### config.mk
export PLATFORM = sky130hd
export DESIGN_NAME = sensor_health_monitor_unit_flat
export DESIGN_NICKNAME = d
export VERILOG_FILES = /design/src/hw/rtl/shm_pkg.sv /design/src/hw/rtl/shm_if.sv /design/src/hw/rtl/shm_cfg.sv /design/src/hw/rtl/shm_core.sv /design/src/hw/rtl/shm_outbuf.sv /design/src/hw/rtl/sensor_health_monitor_unit.sv /design/src/flat_wrapper.sv
export VERILOG_INCLUDE_DIRS = /design/src /design/src/hw/rtl
export SDC_FILE = /design/constraint.sdc
export NUM_CORES = 1
export LEC_CHECK = 0
export ABC_AREA = 1
export BUFFER_PORTS_ARGS = -buffer_cell sky130_fd_sc_hd__buf_4
export CORE_MARGIN = 2
export CORE_UTILIZATION = 55
export CTS_CLUSTER_DIAMETER = 150
export DETAILED_ROUTE_END_ITERATION = 8
export GPL_ROUTABILITY_DRIVEN = 0
export PLACE_DENSITY = 0.83
export SETUP_SLACK_MARGIN = 0.05
export SLEW_MARGIN = 10
export SYNTH_ARGS = -nofsm -noshare
export SYNTH_HDL_FRONTEND = slang
export SYNTH_SLANG_ARGS = --single-unit
### constraint.sdc
create_clock -name clk -period 11 [get_ports clk]
set_input_delay 1.65 -clock clk [delete_from_list [all_inputs] [get_ports clk]]
set_output_delay 1.65 -clock clk [all_outputs]
set_load 0.03 [all_outputs]
### src/hw/rtl/assert_macros.svh
// Assertion macros for the RTL file that carries checks.
`ifndef ASSERT_MACROS_SVH
`define ASSERT_MACROS_SVH

// Clocked check, masked while reset is high.
`define SHM_ASSERT(label, clk_s, rst_s, prop, msg) \
  label: assert property (@(posedge clk_s) disable iff (rst_s) prop) else $error(msg);

// Clocked check that also holds during reset.
`define SHM_ASSERT_ALWAYS(label, clk_s, prop, msg) \
  label: assert property (@(posedge clk_s) prop) else $error(msg);

`endif

### src/hw/rtl/shm_pkg.sv
// Package: types and codes of the sensor health monitor.
`timescale 1ns / 1ps
`default_nettype none
package shm_pkg;

  localparam int unsigned APB_ADDR_W = 4;
  localparam int unsigned APB_DATA_W = 32;

  typedef enum logic [2:0] {
    OP_RESTART = 3'd0,
    OP_SUCCESS = 3'd1,
    OP_FAILURE = 3'd2,
    OP_OFFLINE = 3'd3,
    OP_TICK    = 3'd4
  } op_t;

  typedef enum logic [2:0] {
    MODE_STARTING = 3'd0,
    MODE_OK       = 3'd1,
    MODE_DEGRADED = 3'd2,
    MODE_STALE    = 3'd3,
    MODE_OFFLINE  = 3'd4
  } mode_t;

  typedef enum logic [1:0] {
    REG_STALE_TIMEOUT  = 2'd0,
    REG_RETRY_INTERVAL = 2'd1,
    REG_FAILURE_LIMIT  = 2'd2
  } reg_idx_t;

  localparam logic [31:0] STALE_TIMEOUT_RST  = 32'd1000;
  localparam logic [31:0] RETRY_INTERVAL_RST = 32'd1000;
  localparam logic [15:0] FAILURE_LIMIT_RST  = 16'd3;

  typedef struct packed {
    logic [31:0] stale_timeout;
    logic [31:0] retry_interval;
    logic [15:0] failure_limit;
  } cfg_t;

  typedef struct packed {
    logic [2:0]  health_state;
    logic        retry_due;
    logic [15:0] run_failures;
    logic [31:0] all_failures;
    logic        ever_succeeded;
  } res_t;

  typedef struct packed {
    mode_t mode;
    logic  seen_success;
  } core_stat_t;

endpackage
`default_nettype wire

### src/hw/rtl/shm_if.sv
// Interfaces: event channel and result channel.
`timescale 1ns / 1ps
`default_nettype none
interface shm_evt_if;
  logic        valid;
  logic        ready;
  logic [2:0]  op;
  logic [31:0] now_time;

  modport source (output valid, output op, output now_time, input ready);
  modport sink (input valid, input op, input now_time, output ready);
endinterface

interface shm_res_if;
  logic        valid;
  logic        ready;
  logic [2:0]  health_state;
  logic        retry_due;
  logic [15:0] run_failures;
  logic [31:0] all_failures;
  logic        ever_succeeded;

  modport source (output valid, output health_state, output retry_due,
                  output run_failures, output all_failures,
                  output ever_succeeded, input ready);
  modport sink (input valid, input health_state, input retry_due,
                input run_failures, input all_failures,
                input ever_succeeded, output ready);
endinterface
`default_nettype wire

### src/hw/rtl/shm_cfg.sv
// Configuration registers behind an APB-style port.
`timescale 1ns / 1ps
`default_nettype none
module shm_cfg (
  input  wire logic                            clk,
  input  wire logic                            rst,
  input  wire logic                            psel,
  input  wire logic                            penable,
  input  wire logic                            pwrite,
  input  wire logic [shm_pkg::APB_ADDR_W-1:0]  paddr,
  input  wire logic [shm_pkg::APB_DATA_W-1:0]  pwdata,
  output logic      [shm_pkg::APB_DATA_W-1:0]  prdata,
  output logic                                 pready,
  output shm_pkg::cfg_t                        cfg
);

  logic       wr_en;
  logic [1:0] reg_sel;

  assign pready  = 1'b1;
  assign wr_en   = psel && penable && pwrite;
  assign reg_sel = paddr[3:2];

  always_ff @(posedge clk) begin
    if (rst) begin
      cfg.stale_timeout  <= shm_pkg::STALE_TIMEOUT_RST;
      cfg.retry_interval <= shm_pkg::RETRY_INTERVAL_RST;
      cfg.failure_limit  <= shm_pkg::FAILURE_LIMIT_RST;
    end else if (wr_en) begin
      unique case (reg_sel)
        shm_pkg::REG_STALE_TIMEOUT:  cfg.stale_timeout  <= pwdata;
        shm_pkg::REG_RETRY_INTERVAL: cfg.retry_interval <= pwdata;
        shm_pkg::REG_FAILURE_LIMIT:  cfg.failure_limit  <= pwdata[15:0];
        default: ;
      endcase
    end
  end

  always_comb begin
    unique case (reg_sel)
      shm_pkg::REG_STALE_TIMEOUT:  prdata = cfg.stale_timeout;
      shm_pkg::REG_RETRY_INTERVAL: prdata = cfg.retry_interval;
      shm_pkg::REG_FAILURE_LIMIT:  prdata = {16'd0, cfg.failure_limit};
      default:                     prdata = '0;
    endcase
  end

endmodule
`default_nettype wire

### src/hw/rtl/shm_core.sv
// Tracker state and per-event update logic.
`timescale 1ns / 1ps
`default_nettype none
module shm_core (
  input  wire logic            clk,
  input  wire logic            rst,
  input  wire logic            accept,
  input  wire logic [2:0]      op,
  input  wire logic [31:0]     now_time,
  input  wire shm_pkg::cfg_t   cfg,
  output shm_pkg::res_t        result,
  output shm_pkg::core_stat_t  stat
);

  shm_pkg::mode_t mode, mode_next;
  logic [31:0] last_good_time, last_good_time_next;
  logic [31:0] retry_time, retry_time_next;
  logic [15:0] fail_run, fail_run_next;
  logic [31:0] fail_total, fail_total_next;
  logic        seen_success, seen_success_next;

  logic [15:0] limit;
  logic [31:0] stale_deadline;
  logic [31:0] stale_diff;
  logic [31:0] retry_diff;
  logic        stale_reached;

  assign limit          = (cfg.failure_limit == 16'd0) ? 16'd1 : cfg.failure_limit;
  assign stale_deadline = last_good_time + cfg.stale_timeout;
  assign stale_diff     = now_time - stale_deadline;
  // wrap-safe compare: reached when the signed difference is non-negative
  assign stale_reached  = !stale_diff[31];

  always_comb begin
    mode_next           = mode;
    last_good_time_next = last_good_time;
    retry_time_next     = retry_time;
    fail_run_next       = fail_run;
    fail_total_next     = fail_total;
    seen_success_next   = seen_success;
    case (op)
      shm_pkg::OP_RESTART: begin
        mode_next           = shm_pkg::MODE_STARTING;
        last_good_time_next = now_time;
        retry_time_next     = now_time + cfg.stale_timeout;
        fail_run_next       = '0;
        fail_total_next     = '0;
        seen_success_next   = 1'b0;
      end
      shm_pkg::OP_SUCCESS: begin
        mode_next           = shm_pkg::MODE_OK;
        last_good_time_next = now_time;
        fail_run_next       = '0;
        seen_success_next   = 1'b1;
      end
      shm_pkg::OP_FAILURE: begin
        fail_total_next = fail_total + 32'd1;
        fail_run_next   = (fail_run == 16'hFFFF) ? fail_run : fail_run + 16'd1;
        if (fail_run_next >= limit) begin
          mode_next       = shm_pkg::MODE_OFFLINE;
          retry_time_next = now_time + cfg.retry_interval;
        end else begin
          mode_next = shm_pkg::MODE_DEGRADED;
        end
      end
      shm_pkg::OP_OFFLINE: begin
        mode_next       = shm_pkg::MODE_OFFLINE;
        retry_time_next = now_time + cfg.retry_interval;
      end
      shm_pkg::OP_TICK: begin
        if (seen_success && stale_reached &&
            (mode == shm_pkg::MODE_OK || mode == shm_pkg::MODE_DEGRADED)) begin
          mode_next       = shm_pkg::MODE_STALE;
          retry_time_next = now_time;
        end
      end
      default: ;
    endcase
  end

  assign retry_diff = now_time - retry_time_next;

  always_comb begin
    result.health_state   = mode_next;
    result.retry_due      = !retry_diff[31] &&
                            (mode_next == shm_pkg::MODE_STARTING ||
                             mode_next == shm_pkg::MODE_OFFLINE ||
                             mode_next == shm_pkg::MODE_STALE);
    result.run_failures   = fail_run_next;
    result.all_failures   = fail_total_next;
    result.ever_succeeded = seen_success_next;
  end

  always_ff @(posedge clk) begin
    if (rst) begin
      mode           <= shm_pkg::MODE_STARTING;
      last_good_time <= '0;
      retry_time     <= '0;
      fail_run       <= '0;
      fail_total     <= '0;
      seen_success   <= 1'b0;
    end else if (accept) begin
      mode           <= mode_next;
      last_good_time <= last_good_time_next;
      retry_time     <= retry_time_next;
      fail_run       <= fail_run_next;
      fail_total     <= fail_total_next;
      seen_success   <= seen_success_next;
    end
  end

  assign stat.mode         = mode;
  assign stat.seen_success = seen_success;

endmodule
`default_nettype wire

### src/hw/rtl/shm_outbuf.sv
// Two-entry result queue: output register plus skid slot.
`timescale 1ns / 1ps
`default_nettype none
module shm_outbuf (
  input  wire logic           clk,
  input  wire logic           rst,
  input  wire logic           push,
  input  wire shm_pkg::res_t  push_data,
  output logic                push_ready,
  output logic                out_valid,
  input  wire logic           out_ready,
  output shm_pkg::res_t       out_data
);

  logic [1:0]    count;
  shm_pkg::res_t slot0;
  shm_pkg::res_t slot1;
  logic          pop;

  assign push_ready = (count != 2'd2);
  assign out_valid  = (count != 2'd0);
  assign out_data   = slot0;
  assign pop        = out_valid && out_ready;

  always_ff @(posedge clk) begin
    if (rst) begin
      count <= 2'd0;
    end else begin
      case ({push, pop})
        2'b10:   count <= count + 2'd1;
        2'b01:   count <= count - 2'd1;
        default: count <= count;
      endcase
    end
  end

  // slot0 is the head; slot1 only holds data while the head is stalled
  always_ff @(posedge clk) begin
    if (pop) begin
      slot0 <= (count == 2'd2) ? slot1 : push_data;
    end else if (push && count == 2'd0) begin
      slot0 <= push_data;
    end
    if (push && !pop && count == 2'd1) begin
      slot1 <= push_data;
    end
  end

endmodule
`default_nettype wire

### src/hw/rtl/sensor_health_monitor_unit.sv
// Sensor health monitor: top level.
//
// Usage: events (op, now_time) enter on the evt channel, one result per
// event leaves on the res channel in event order. The tracker state is
// updated in the cycle the event transaction completes and the result is
// visible on res the next cycle if the queue was empty. Throughput is one
// event per cycle while the queue is not full; the update is a few adds
// and compares between the state registers and the result queue.
// Results sit in a two-entry queue, so evt stays ready while one result
// waits on a stalled receiver; evt.ready drops only when both entries are
// occupied and comes back the cycle after res takes a result.
// Reset (rst, synchronous) puts the tracker in starting with all counters
// and times cleared, empties the queue, and loads the default register
// values (stale_timeout 1000, retry_interval 1000, failure_limit 3).
// Registers sit at byte addresses 0, 4 and 8 of the APB port and should be
// written only while no event is in flight.
`timescale 1ns / 1ps
`default_nettype none
`include "assert_macros.svh"
module sensor_health_monitor_unit (
  input  wire logic                            clk,
  input  wire logic                            rst,
  shm_evt_if.sink                              evt,
  shm_res_if.source                            res,
  input  wire logic                            psel,
  input  wire logic                            penable,
  input  wire logic                            pwrite,
  input  wire logic [shm_pkg::APB_ADDR_W-1:0]  paddr,
  input  wire logic [shm_pkg::APB_DATA_W-1:0]  pwdata,
  output logic      [shm_pkg::APB_DATA_W-1:0]  prdata,
  output logic                                 pready
);

  shm_pkg::cfg_t       cfg;
  shm_pkg::res_t       core_res;
  shm_pkg::res_t       out_data;
  shm_pkg::core_stat_t stat;
  logic                evt_accept;
  logic                buf_ready;

  assign evt.ready  = buf_ready;
  assign evt_accept = evt.valid && buf_ready;

  shm_cfg u_cfg (
    .clk     (clk),
    .rst     (rst),
    .psel    (psel),
    .penable (penable),
    .pwrite  (pwrite),
    .paddr   (paddr),
    .pwdata  (pwdata),
    .prdata  (prdata),
    .pready  (pready),
    .cfg     (cfg)
  );

  shm_core u_core (
    .clk      (clk),
    .rst      (rst),
    .accept   (evt_accept),
    .op       (evt.op),
    .now_time (evt.now_time),
    .cfg      (cfg),
    .result   (core_res),
    .stat     (stat)
  );

  shm_outbuf u_outbuf (
    .clk        (clk),
    .rst        (rst),
    .push       (evt_accept),
    .push_data  (core_res),
    .push_ready (buf_ready),
    .out_valid  (res.valid),
    .out_ready  (res.ready),
    .out_data   (out_data)
  );

  assign res.health_state   = out_data.health_state;
  assign res.retry_due      = out_data.retry_due;
  assign res.run_failures   = out_data.run_failures;
  assign res.all_failures   = out_data.all_failures;
  assign res.ever_succeeded = out_data.ever_succeeded;

  `SHM_ASSERT(a_evt_gives_res, clk, rst, evt_accept |=> res.valid, "event produced no result")
  `SHM_ASSERT(a_stall_only_full, clk, rst, !evt.ready |-> res.valid, "input stalled with empty queue")
  `SHM_ASSERT(a_ok_needs_success, clk, rst, (stat.mode == shm_pkg::MODE_OK) |-> stat.seen_success, "ok without success")

endmodule
`default_nettype wire
### src/flat_wrapper.sv
// flat-port wrapper written by rule: the top's interface ports become plain ports
module sensor_health_monitor_unit_flat 
  (clk, rst, psel, penable, pwrite, paddr, pwdata, prdata, pready, evt_valid, evt_op, evt_now_time, evt_ready, res_valid, res_health_state, res_retry_due, res_run_failures, res_all_failures, res_ever_succeeded, res_ready);
  shm_evt_if evt_i ();
  shm_res_if res_i ();
  input  wire logic clk;
  input  wire logic rst;
  input  wire logic psel;
  input  wire logic penable;
  input  wire logic pwrite;
  input  wire logic [shm_pkg::APB_ADDR_W-1:0] paddr;
  input  wire logic [shm_pkg::APB_DATA_W-1:0] pwdata;
  output logic      [shm_pkg::APB_DATA_W-1:0] prdata;
  output logic pready;
  input wire logic [$bits(evt_i.valid)-1:0] evt_valid;
  input wire logic [$bits(evt_i.op)-1:0] evt_op;
  input wire logic [$bits(evt_i.now_time)-1:0] evt_now_time;
  output wire logic [$bits(evt_i.ready)-1:0] evt_ready;
  output wire logic [$bits(res_i.valid)-1:0] res_valid;
  output wire logic [$bits(res_i.health_state)-1:0] res_health_state;
  output wire logic [$bits(res_i.retry_due)-1:0] res_retry_due;
  output wire logic [$bits(res_i.run_failures)-1:0] res_run_failures;
  output wire logic [$bits(res_i.all_failures)-1:0] res_all_failures;
  output wire logic [$bits(res_i.ever_succeeded)-1:0] res_ever_succeeded;
  input wire logic [$bits(res_i.ready)-1:0] res_ready;
  assign evt_i.valid = evt_valid;
  assign evt_i.op = evt_op;
  assign evt_i.now_time = evt_now_time;
  assign evt_ready = evt_i.ready;
  assign res_valid = res_i.valid;
  assign res_health_state = res_i.health_state;
  assign res_retry_due = res_i.retry_due;
  assign res_run_failures = res_i.run_failures;
  assign res_all_failures = res_i.all_failures;
  assign res_ever_succeeded = res_i.ever_succeeded;
  assign res_i.ready = res_ready;
  sensor_health_monitor_unit u_core (.clk(clk), .rst(rst), .evt(evt_i), .res(res_i), .psel(psel), .penable(penable), .pwrite(pwrite), .paddr(paddr), .pwdata(pwdata), .prdata(prdata), .pready(pready));
endmodule
Word level (Yosys, flattened, before mapping)
Index checks and enable logic that the tools add are counted.
{"block": "word_totals", "register_bits": 304, "in_bits": 78, "latchBits": 0, "out_inout_bits": 88, "mem_bits_ro": 0, "n_memories": 0, "mem_bits_rw": 0}
{"block": "op_classes", "shift": 0, "addsub": 9, "div": 0, "bitwise": 0, "magnitude_cmp": 1, "multipliers": 0, "n_eq_ne": 16, "n_mux": 16, "reduce_logical": 29}
{"cell": "53-bit 2-to-1 mux", "n": 3}
{"cell": "32-bit one-hot mux with 4 select lines", "n": 1}
{"cell": "32-bit adder", "n": 3}
{"cell": "32-bit one-hot mux with 3 select lines", "n": 1}
{"cell": "32-bit 2-to-1 mux", "n": 2}
{"cell": "32-bit one-hot mux with 2 select lines", "n": 1}
{"cell": "32-bit subtractor", "n": 2}
{"cell": "32-bit by 1-bit adder with 32-bit output, second input constant", "n": 1}
{"cell": "16-bit 2-to-1 mux", "n": 2}
{"cell": "16-bit one-hot mux with 2 select lines", "n": 1}
{"cell": "16-bit by 1-bit adder with 16-bit output, second input constant", "n": 1}
{"cell": "16-bit equality test, second input constant", "n": 1}
{"cell": "16-bit >= comparator", "n": 1}
{"cell": "16-bit zero test", "n": 1}
{"cell": "3-bit one-hot mux with 5 select lines", "n": 1}
{"cell": "3-bit by 2-bit equality test with 1-bit output, second input constant", "n": 4}
{"cell": "1-bit logical AND", "n": 10}
{"cell": "2-bit AND reduction", "n": 4}
{"cell": "2-bit by 1-bit equality test with 1-bit output, second input constant", "n": 3}
{"cell": "2-bit equality test, second input constant", "n": 3}
{"cell": "3-bit by 1-bit equality test with 1-bit output, second input constant", "n": 2}
{"cell": "3-bit equality test, second input constant", "n": 2}
{"cell": "3-bit zero test", "n": 2}
{"cell": "3-bit 2-to-1 mux", "n": 2}
{"cell": "other kinds (10)", "n": 17}

Longest topological paths before layout
Gate-level depths: netlist (run 1).
{"block": "logic_depth", "ltp_word": 13, "mapped_depth": 42, "mapped_depth_nobuf": 41}

Hierarchy
A second synthesis (run 1) with hierarchy kept.
{"block": "unflattened", "hier_cells": 2747, "hier_area_um2": 20064.2}
{"mod": "shm_core", "area_per_inst_um2": 12269.3, "n_inst": 1, "cells_each": 1882, "seq_area_each_um2": 2322.2}
{"mod": "shm_outbuf", "area_per_inst_um2": 4132.7, "n_inst": 1, "cells_each": 307, "seq_area_each_um2": 3223.1}
{"mod": "shm_cfg", "area_per_inst_um2": 3654.8, "n_inst": 1, "cells_each": 556, "seq_area_each_um2": 1601.5}
{"mod": "sensor_health_monitor_unit", "area_per_inst_um2": 7.5, "n_inst": 1, "cells_each": 2, "seq_area_each_um2": 0.0}

Worst setup path before layout (run 1)
Ideal clock, no wire load.
{"block": "synth_path", "kind": "input-to-reg", "startpoint": "in evt_valid", "endpoint": "reg u_core.u_outbuf.slot0 (netlist bit u_core.u_outbuf.out_data[0]), enable pin", "path_stages": 4, "arrival_ps": 5860, "setup_slack_ps": 4603, "setup_ps": 537, "path_cell_list": "nand2_1 -> clkbuf_1 -> clkbuf_1 -> o21ai_0"}
{"block": "synth_between", "elab_chain_len": 3}
{"element": "from (decl)", "line_no": "flat_wrapper.sv:15", "source": "input wire logic [$bits(evt_i.valid)-1:0] evt_valid;"}
{"element": "1-bit logical AND", "line_no": "sensor_health_monitor_unit.sv:42", "source": "assign evt_accept = evt.valid && buf_ready;"}
{"element": "1-bit logical AND", "line_no": "shm_outbuf.sv:41", "source": "end else if (push && count == 2'd0) begin"}
{"element": "2-bit nonzero test (no source line)"}
{"element": "to (signal assigned)", "line_no": "shm_outbuf.sv:40", "source": "slot0 <= (count == 2'd2) ? slot1 : push_data;"}
{"element": "to (signal assigned)", "line_no": "shm_outbuf.sv:42", "source": "slot0 <= push_data;"}
{"element": "to (decl)", "line_no": "shm_outbuf.sv:16", "source": "shm_pkg::res_t slot0;"}
Every way passes these cells.
A chain may end at the register's enable or synchronous reset.

Final worst setup path (run 1)
{"block": "layout_path", "startpoint": "reg u_core.u_core.fail_run[0]", "endpoint": "reg u_core.u_outbuf.slot0 (netlist bit u_core.u_outbuf.out_data[49]) (data pin)"}
{"block": "layout_between", "elab_chain_len": 11, "elab_cells_between_ends": 19, "classes_between": "2 x add/sub; 1 x order compare; 3 x eq/ne; 8 x mux; 5 x reduce/logical"}
{"element": "from (decl)", "line_no": "shm_core.sv:18", "source": "logic [15:0] fail_run, fail_run_next;"}
{"element": "from (signal assigned)", "line_no": "shm_core.sv:106", "source": "fail_run <= fail_run_next;"}
{"element": "16-bit by 1-bit adder with 16-bit output / 16-bit equality test (equally long branches)", "line_no": "shm_core.sv:58", "source": "fail_run_next = (fail_run == 16'hFFFF) ? fail_run : fail_run + 16'd1;"}
{"element": "16-bit 2-to-1 mux (*)", "line_no": "shm_core.sv:58"}
{"element": "16-bit >= comparator (*)", "line_no": "shm_core.sv:59", "source": "if (fail_run_next >= limit) begin"}
{"element": "parallel branches: the longest is 5 deep, another holds 32-bit subtractor"}
{"element": "1-bit logical AND (*)", "line_no": "shm_core.sv:85", "source": "result.retry_due = !retry_diff[31] &&"}
{"element": "53-bit 2-to-1 mux (on tied branches)", "line_no": "shm_outbuf.sv:41, shm_outbuf.sv:40"}
{"element": "53-bit 2-to-1 mux (*)", "line_no": "shm_outbuf.sv:39", "source": "if (pop) begin"}
Every way passes the cells marked *. The select of a mux whose other input is x is not followed.

==> results of run 1 <==
[through the flow]
step | util | hold slack [ns]
floorplan | - | 0.447
global placement | 0.601 | 0.459
detailed placement | 0.601 | 0.467
CTS | 0.635 | 0.476
global route | 0.635 | 0.502
finish | 0.635 | 0.479
[power breakdown]
part	internal, mW	total, mW	leakage (nW)	switching [mW]
Sequential	1.40	1.49	2.64	0.0869
Clock	0.709	1.19	0.577	0.478
Combinational	0.371	1.14	6.59	0.771
Total	2.48	3.82	9.81	1.34
[routing by layer]
layer / global-route usage / routed length (um) / up-vias
met2: 0.491 / 25000 / 899
met3: 0.0472 / 4800 / 178
met4: 0.142 / 2640 / 2
met1: 0.372 / 21600 / 8455
met5: 0 / 16 / -
li1: - / - / 8723
[cell usage in the layout, fill, tap and decap left out, drive strengths merged, types with 5 or more instances in the layout]
master / n
ha: 147
nand3: 77
nor4: 9
a31oi: 17
buf: 182
or2: 15
a22o: 8
o211ai: 19
a21o: 5
a221oi: 11
a22oi: 8
edfxtp: 106
xnor2: 9
a211oi: 10
o21a: 6
fa: 31
nor3: 37
o21bai: 5
dfxtp: 198
clkinv: 13
nor2: 206
o21ai: 300
inv: 327
nand2: 473
clkbuf: 45
o221ai: 15
a21oi: 308
nand4: 18
xor2: 21
[path summary, 6_finish.rpt]
check | to | cells past startpoint
setup reg to reg | u_core.u_outbuf.out_data[49]$_DFFE_PP_ | 37
setup / recovery | u_core.u_outbuf.out_data[49]$_DFFE_PP_ | 37
hold reg to reg | u_core.u_core.last_good_time[26]$_SDFFE_PP0P_ | 2
hold / removal | u_core.u_core.last_good_time[26]$_SDFFE_PP0P_ | 2
[state kept, by name, summed over array words and instances, names as in the netlist]
name / flops
u_core.u_outbuf.slot1: 53
u_core.u_core.retry_time: 32
u_core.u_core.fail_run: 16
u_core.u_outbuf.out_data: 53
u_core.u_core.fail_total: 32
u_core.u_core.last_good_time: 32
u_core.u_outbuf.count: 2
u_core.u_core.seen_success: 1
u_core.u_core.mode: 3
u_core.u_cfg.cfg: 80
[kinds of logic after synthesis]
| group | Yosys count |
|---|---|
| AND/OR/NAND/NOR | 842 |
| AO/OA/AOI/OAI | 728 |
| buffers and inverters | 425 |
| flip-flops | 304 |
| adder cells (fa/ha/maj) | 178 |
| XOR/XNOR | 30 |
| other | 1 |
[critical path: cells and delay by family (launching register included)]
kind                     cells  cell delay, ns
XOR/XNOR                     1            0.18
flip-flops                   1            0.38
AND/OR/NAND/NOR             22            3.21
adder cells (fa/ha/maj)      3            0.78
AO/OA/AOI/OAI                5            1.04
buffers and inverters        6            0.76
[layout make-up]
class / count / share of cell area
multi-input cells: 1779 / 0.473
flip-flops and latches: 304 / 0.328
repair buffers: 182 / 0.0628
inverters: 328 / 0.0566
clock buffers: 45 / 0.0437
well taps: 455 / 0.0262
clock inverters: 16 / 0.00966
==> results.md, run 1 <==
- Post-Place Cell Area: 20600 um^2
- Clk buf depth: 3
- DP Cell Count: 3048
- Largest family of logic cells by synthesized area: compound AO/OA/AOI/OAI gates
- Final setup fails: 0
- F_max: 151 MHz
- Post-Synth Adder-Cell Area: 0.129
- Min-delay src: u_core.u_core.last_good_time[26]$_SDFFE_PP0P_
- Port Buf Inserts: 162
- Ys async rst share: 0
- WS Path Type: reg2reg
- Core Rows: 68
- CTS tree: done
- Area Growth Syn to Fin: 14.5%
- Synth Area in XOR/XNOR: 0.0138
- Die Width: 190 um
- Diode count: 0
- Footprint of the multi-input gates: 10300 um^2
- Initial core utilization: 0.554
- Design area: 21800 um^2
- Static leakage: 9.81 nW
- Worst path required time: 11.24 ns
- WL final: 54100 um
- R2r setup slk: 4.36 ns
- Post-CTS setup buffers: 0
- Filler Cell Count: 2899
- Die area: 36100 um^2
- Pre-CTS setup slack: 4.32 ns
- Pin count of the biggest net entering global routing: 93
- Hold WC Path Type: reg2reg
- Nets@finish: 2885
- WP data arrival: 6.88 ns
- Syn avg cell area: 7.58 um^2
- Crit path max fanout: 15
- Slew headroom: 0.221
- Boundary pin count: 166
- Top-count cell post-synth: nand2_1
- CTS H-tree depth: 2
- Unique masters post-synth: 56
- Maximum vdd drop: 0.000216 V
- Share of the synthesized area in the top cell type: 0.209
- Initial antenna violation count: 1
- MaxCap Viol Count: 0
- Final worst setup slack: 4.36 ns
- Register clock-pin slew on the reported worst setup and hold paths: 0.06 ns
- Critical Path End Type: flip-flop
- Post-cts resize count: 0
- Crit start category: flip-flop
- Slew Limit Fails: 0
- CP dominant cell by count: nand2_1
- Setup Skew: 0.0222 ns
- Core Area: 34300 um^2
- Synth Area in Simple Gates: 0.187
- Post-route ant nets: 0
- Synth Area in Compound Gates: 0.210
- Worst slew pin tran: 1.17 ns
- Crit share post-route: 0.603
- R2R Path Start: u_core.u_core.fail_run[0]$_SDFFE_PP0P_
- Fin cells: 3109
- Clk sinks: 304
- DRC viols: 0
- Synth top cells by count: nand2_1 (471), inv_1 (319), a21oi_1 (307)
- Initial drt markers: 2048
- Fin Setup TNS: 0 ns
- Area leader, netlist: dfxtp_1
- Post-Syn Instances: 2508
- First-pass GRT wire length: 85900 um
- Final Hold Viols: 0
- CTS Buf Count: 34
- Via density: 5.87
- Power Density: 175 nW/um^2
- Via count: 18300
- Tot Pwr: 3.82 mW
- Root Buffer: clkbuf_16
- Synthesized area: 19000 um^2
- Synthesis-stage register bit count: 304
- Ys Warns: 0
- RSZ-0062 raised after global routing: no
- Multiplexer share of the synthesized area: 0
- Avg WL per Cell: 17.4 um
- EDFF count, synth: 106
- Total GRT Usage: 0.294
- Register area: 7150 um^2
- Router iterations before antenna repair: 6
- CP startpoint: u_core.u_core.fail_run[0]$_SDFFE_PP0P_
- Synthesized Nets: 2764
- Layout cells sized above 1: 0.108
- Chip height: 190 um
- GRT overflow: 0
- Vias in the first global route: 17400
- Worst skew pair latency: 0.53 ns
- DP HPWL: 38000 um
- Hold_buf cts: 0
- Seq/Total Area, Yosys: 0.376
- Ys flop type: dfxtp_1
- Crit path max-delay cell type: a221oi_1
- Crit path time final: 6.64 ns
- Most area-consuming cells after synthesis: dfxtp_1 (21%), edfxtp_1 (17%), ha_1 (9.7%)
- Status: finished, final reports clean
- CP peak stage delay: 0.48 ns
Note: power is estimated with default switching activity, not from simulation.
==> inputs of run 2 (changes only) <==
- PLACE_DENSITY: 0.83 -> 0.86
- clock period: 11 -> 5.5 ns (I/O delays scaled with it)
==> run 2 against run 1 <==
The flow now finishes with violations (setup timing). Clock-buffer cell count shrank 5. Via count grew 3.0%. Setup slack lost 4.7 ns. Routed wire length grew 3.5%. Design area grew 4.1%. Die area is the same. Register-to-register slack lost 4.7 ns. First-iteration DRC count grew 12%. Cell count grew 2.2%. Utilization grew 2.6 points. Critical path type unchanged. Largest power group unchanged.
==> results.md, run 2 (same netlist as run 1, synthesis figures left out) <==
- MaxCap Viol Count: 0 (unchanged)
- CTS H-tree depth: 2 (unchanged)
- DRC viols: 0 (unchanged)
- Die Width: 190 um (unchanged)
- Post-route ant nets: 0 (unchanged)
- F_max: 171 MHz (was 151 MHz)
- Clk buf depth: 3 (unchanged)
- Final setup fails: 2 (was 0)
- Via count: 18800 (was 18300)
- Via density: 5.92 (was 5.87)
- Min-delay src: u_core.u_core.last_good_time[30]$_SDFFE_PP0P_ (was u_core.u_core.last_good_time[26]$_SDFFE_PP0P_)
- Total GRT Usage: 0.298 (was 0.294)
- Area Growth Syn to Fin: 19.2% (was 14.5%)
- Router iterations before antenna repair: 6 (unchanged)
- Final hold slack: 0.470 ns (was 0.479 ns)
- CP peak stage delay: 0.36 ns (was 0.48 ns)
- WP data arrival: 6.22 ns (was 6.88 ns)
- Final Hold Viols: 0 (unchanged)
- Port Buf Inserts: 162 (unchanged)
- Hold WC Path Type: reg2reg (unchanged)
- R2R Path Start: u_core.u_core.fail_run[0]$_SDFFE_PP0P_ (unchanged)
- Initial drt markers: 2287 (was 2048)
- Worst slew pin tran: 1.21 ns (was 1.17 ns)
- Register clock-pin slew on the reported worst setup and hold paths: 0.06 ns (about the same)
- Chip height: 190 um (unchanged)
- R2r worst-path depth: 38 (was 37)
- Final worst setup slack: -0.337 ns (was 4.36 ns)
- Nets@finish: 2953 (was 2885)
- Tot Pwr: 7.83 mW (was 3.82 mW)
- Clk sinks: 304 (unchanged)
- Maximum vdd drop: 0.000465 V (was 0.000216 V)
- CTS tree: done (unchanged)
- RSZ-0062 raised after global routing: yes (was no)
- First-pass GRT wire length: 87300 um (was 85900 um)
- Static leakage: 10.2 nW (was 9.81 nW)
- Power Density: 346 nW/um^2 (was 175 nW/um^2)
- Critical R2R Capture: u_core.u_outbuf.out_data[49]$_DFFE_PP_ (unchanged)
- Worst path required time: 5.88 ns (was 11.24 ns)
- Crit path time final: 5.84 ns (was 6.64 ns)
- Setup Skew: 0.0208 ns (was 0.0222 ns)
- CP endpoint: u_core.u_outbuf.out_data[49]$_DFFE_PP_ (unchanged)
- GRT overflow: 0 (unchanged)
- Layout cells sized above 1: 0.154 (was 0.108)
- WL final: 56000 um (was 54100 um)
- Crit path max-delay cell type: dfxtp_2 (was a221oi_1)
- Avg WL per Cell: 17.6 um (was 17.4 um)
- Commonest non-fill, non-tap cell in the layout: nand2_1 (unchanged)
- DP HPWL: 39000 um (was 38000 um)
- Boundary pin count: 166 (unchanged)
- Initial antenna violation count: 1 (unchanged)
- Core Rows: 68 (unchanged)
- CP startpoint: u_core.u_core.fail_run[0]$_SDFFE_PP0P_ (unchanged)
- Pin count of the biggest net entering global routing: 89 (was 93)
- Initial core utilization: 0.554 (unchanged)
- R2r setup slk: -0.34 ns (was 4.36 ns)
- Fin cells: 3178 (was 3109)
- WS Path Type: reg2reg (unchanged)
- CTS Buf Count: 34 (unchanged)
- Max reg flops: 80 (unchanged)
- DP Cell Count: 3092 (was 3048)
- Root Buffer: clkbuf_16 (unchanged)
- Status: finished with violations (was finished, final reports clean)
- Die area: 36100 um^2 (unchanged)
- Most frequent cells in the layout: nand2_1 (463), inv_1 (310), a21oi_1 (297), o21ai_0 (285), buf_4 (244) (was nand2_1 (470), inv_1 (318), a21oi_1 (307), o21ai_0 (295), dfxtp_1 (198))
- Crit path max fanout: 6 (was 15)
- Crit start category: flip-flop (unchanged)
- Critical Path End Type: flip-flop (unchanged)
- Worst skew pair latency: 0.53 ns (about the same)
- Crit share post-route: 1.06 (was 0.603)
- Most flops, register: u_core.u_cfg.cfg (unchanged)
- Slew Limit Fails: 0 (unchanged)
- Slew headroom: 0.194 (was 0.221)
- Failing checks: setup timing
- Core Area: 34300 um^2 (unchanged)
- Vias in the first global route: 17900 (was 17400)
==> run 2: cell count changes in the layout (fill, tap and decap cells not counted), sizes merged <==
cell      previous run  this run
clkinv              13        16
inv                327       325
clkbuf              45        41
diode                0         1
clkinvlp             0         5
buf                182       249
bufinv               4         3
==> run 2: final cells by class <==
cell class / count / area (um^2)
diodes: 1 / 2.50
inverters: 328 / 1230
repair buffers: 250 / 1920
multi-input cells: 1779 / 10600
well taps: 455 / 569
fillers: 2716 / 11600
clock inverters: 21 / 221
flip-flops and latches: 304 / 7150
clock buffers: 40 / 946
==> run 2: timing repair <==
| item | CTS | global route |
|---|---|---|
| resized for setup | 18 | 79 |
| setup endpoints to repair | 2 | 2 |
| hold buffers | 0 | 0 |
| cloned | 0 | 1 |
| hold endpoints to repair | 0 | 0 |
| pin swaps | 2 | 44 |
| setup buffers | 1 | 22 |
==> run 2: where the power goes <==
part | switching [mW] | internal, mW | total, mW
Clock | 0.984 | 1.39 | 2.37
Sequential | 0.178 | 2.81 | 2.99
Combinational | 1.62 | 0.853 | 2.48
Total | 2.78 | 5.05 | 7.83
==> run 2: worst min-delay path by stage <==
stage,depth (start not counted),to
5_1_grt,2,u_core.u_core.last_good_time[4]$_SDFFE_PP0P_
2_1_floorplan,2,u_core.u_core.last_good_time[10]$_SDFFE_PP0P_
3_3_place_gp,2,u_core.u_core.last_good_time[26]$_SDFFE_PP0P_
3_5_place_dp,2,u_core.u_core.last_good_time[22]$_SDFFE_PP0P_
6_report,2,u_core.u_core.last_good_time[30]$_SDFFE_PP0P_
4_1_cts,2,u_core.u_core.last_good_time[22]$_SDFFE_PP0P_
==> run 2: routing by layer <==
metal  vias up  part of all wire  global-route usage
met1      8625              0.38               0.371
li1       8866                 -                   -
met2      1071              0.47               0.505
met4         0             0.048               0.141
met5         -                 0                   0
met3       244             0.098              0.0493
==> run 2: worst max-delay path, delay by kind of cell, from the launching register on <==
kind                       cells  cell delay (ns)
and+or+nand+nor               17             2.18
adders and majority gates      3             0.72
AOI/OAI and AO/OA              8             1.55
buffers and inverters         10             0.86
DFF                            1             0.36
==> run 2: through the flow <==
| stage | setup TNS [ns] | util | area (um^2) | setup slack (ns) |
|---|---|---|---|---|
| final | -0.630 | 0.661 | 22700 | -0.337 |
| after global routing | -1.36 | 0.661 | 22700 | -0.705 |
| after CTS | 0 | 0.647 | 22200 | 0.0427 |
| after detailed placement | -0.823 | 0.611 | 20900 | -0.438 |
| after global placement | -0.279 | 0.611 | 20900 | -0.162 |
| after floorplan | 0 | - | 19000 | 0.250 |
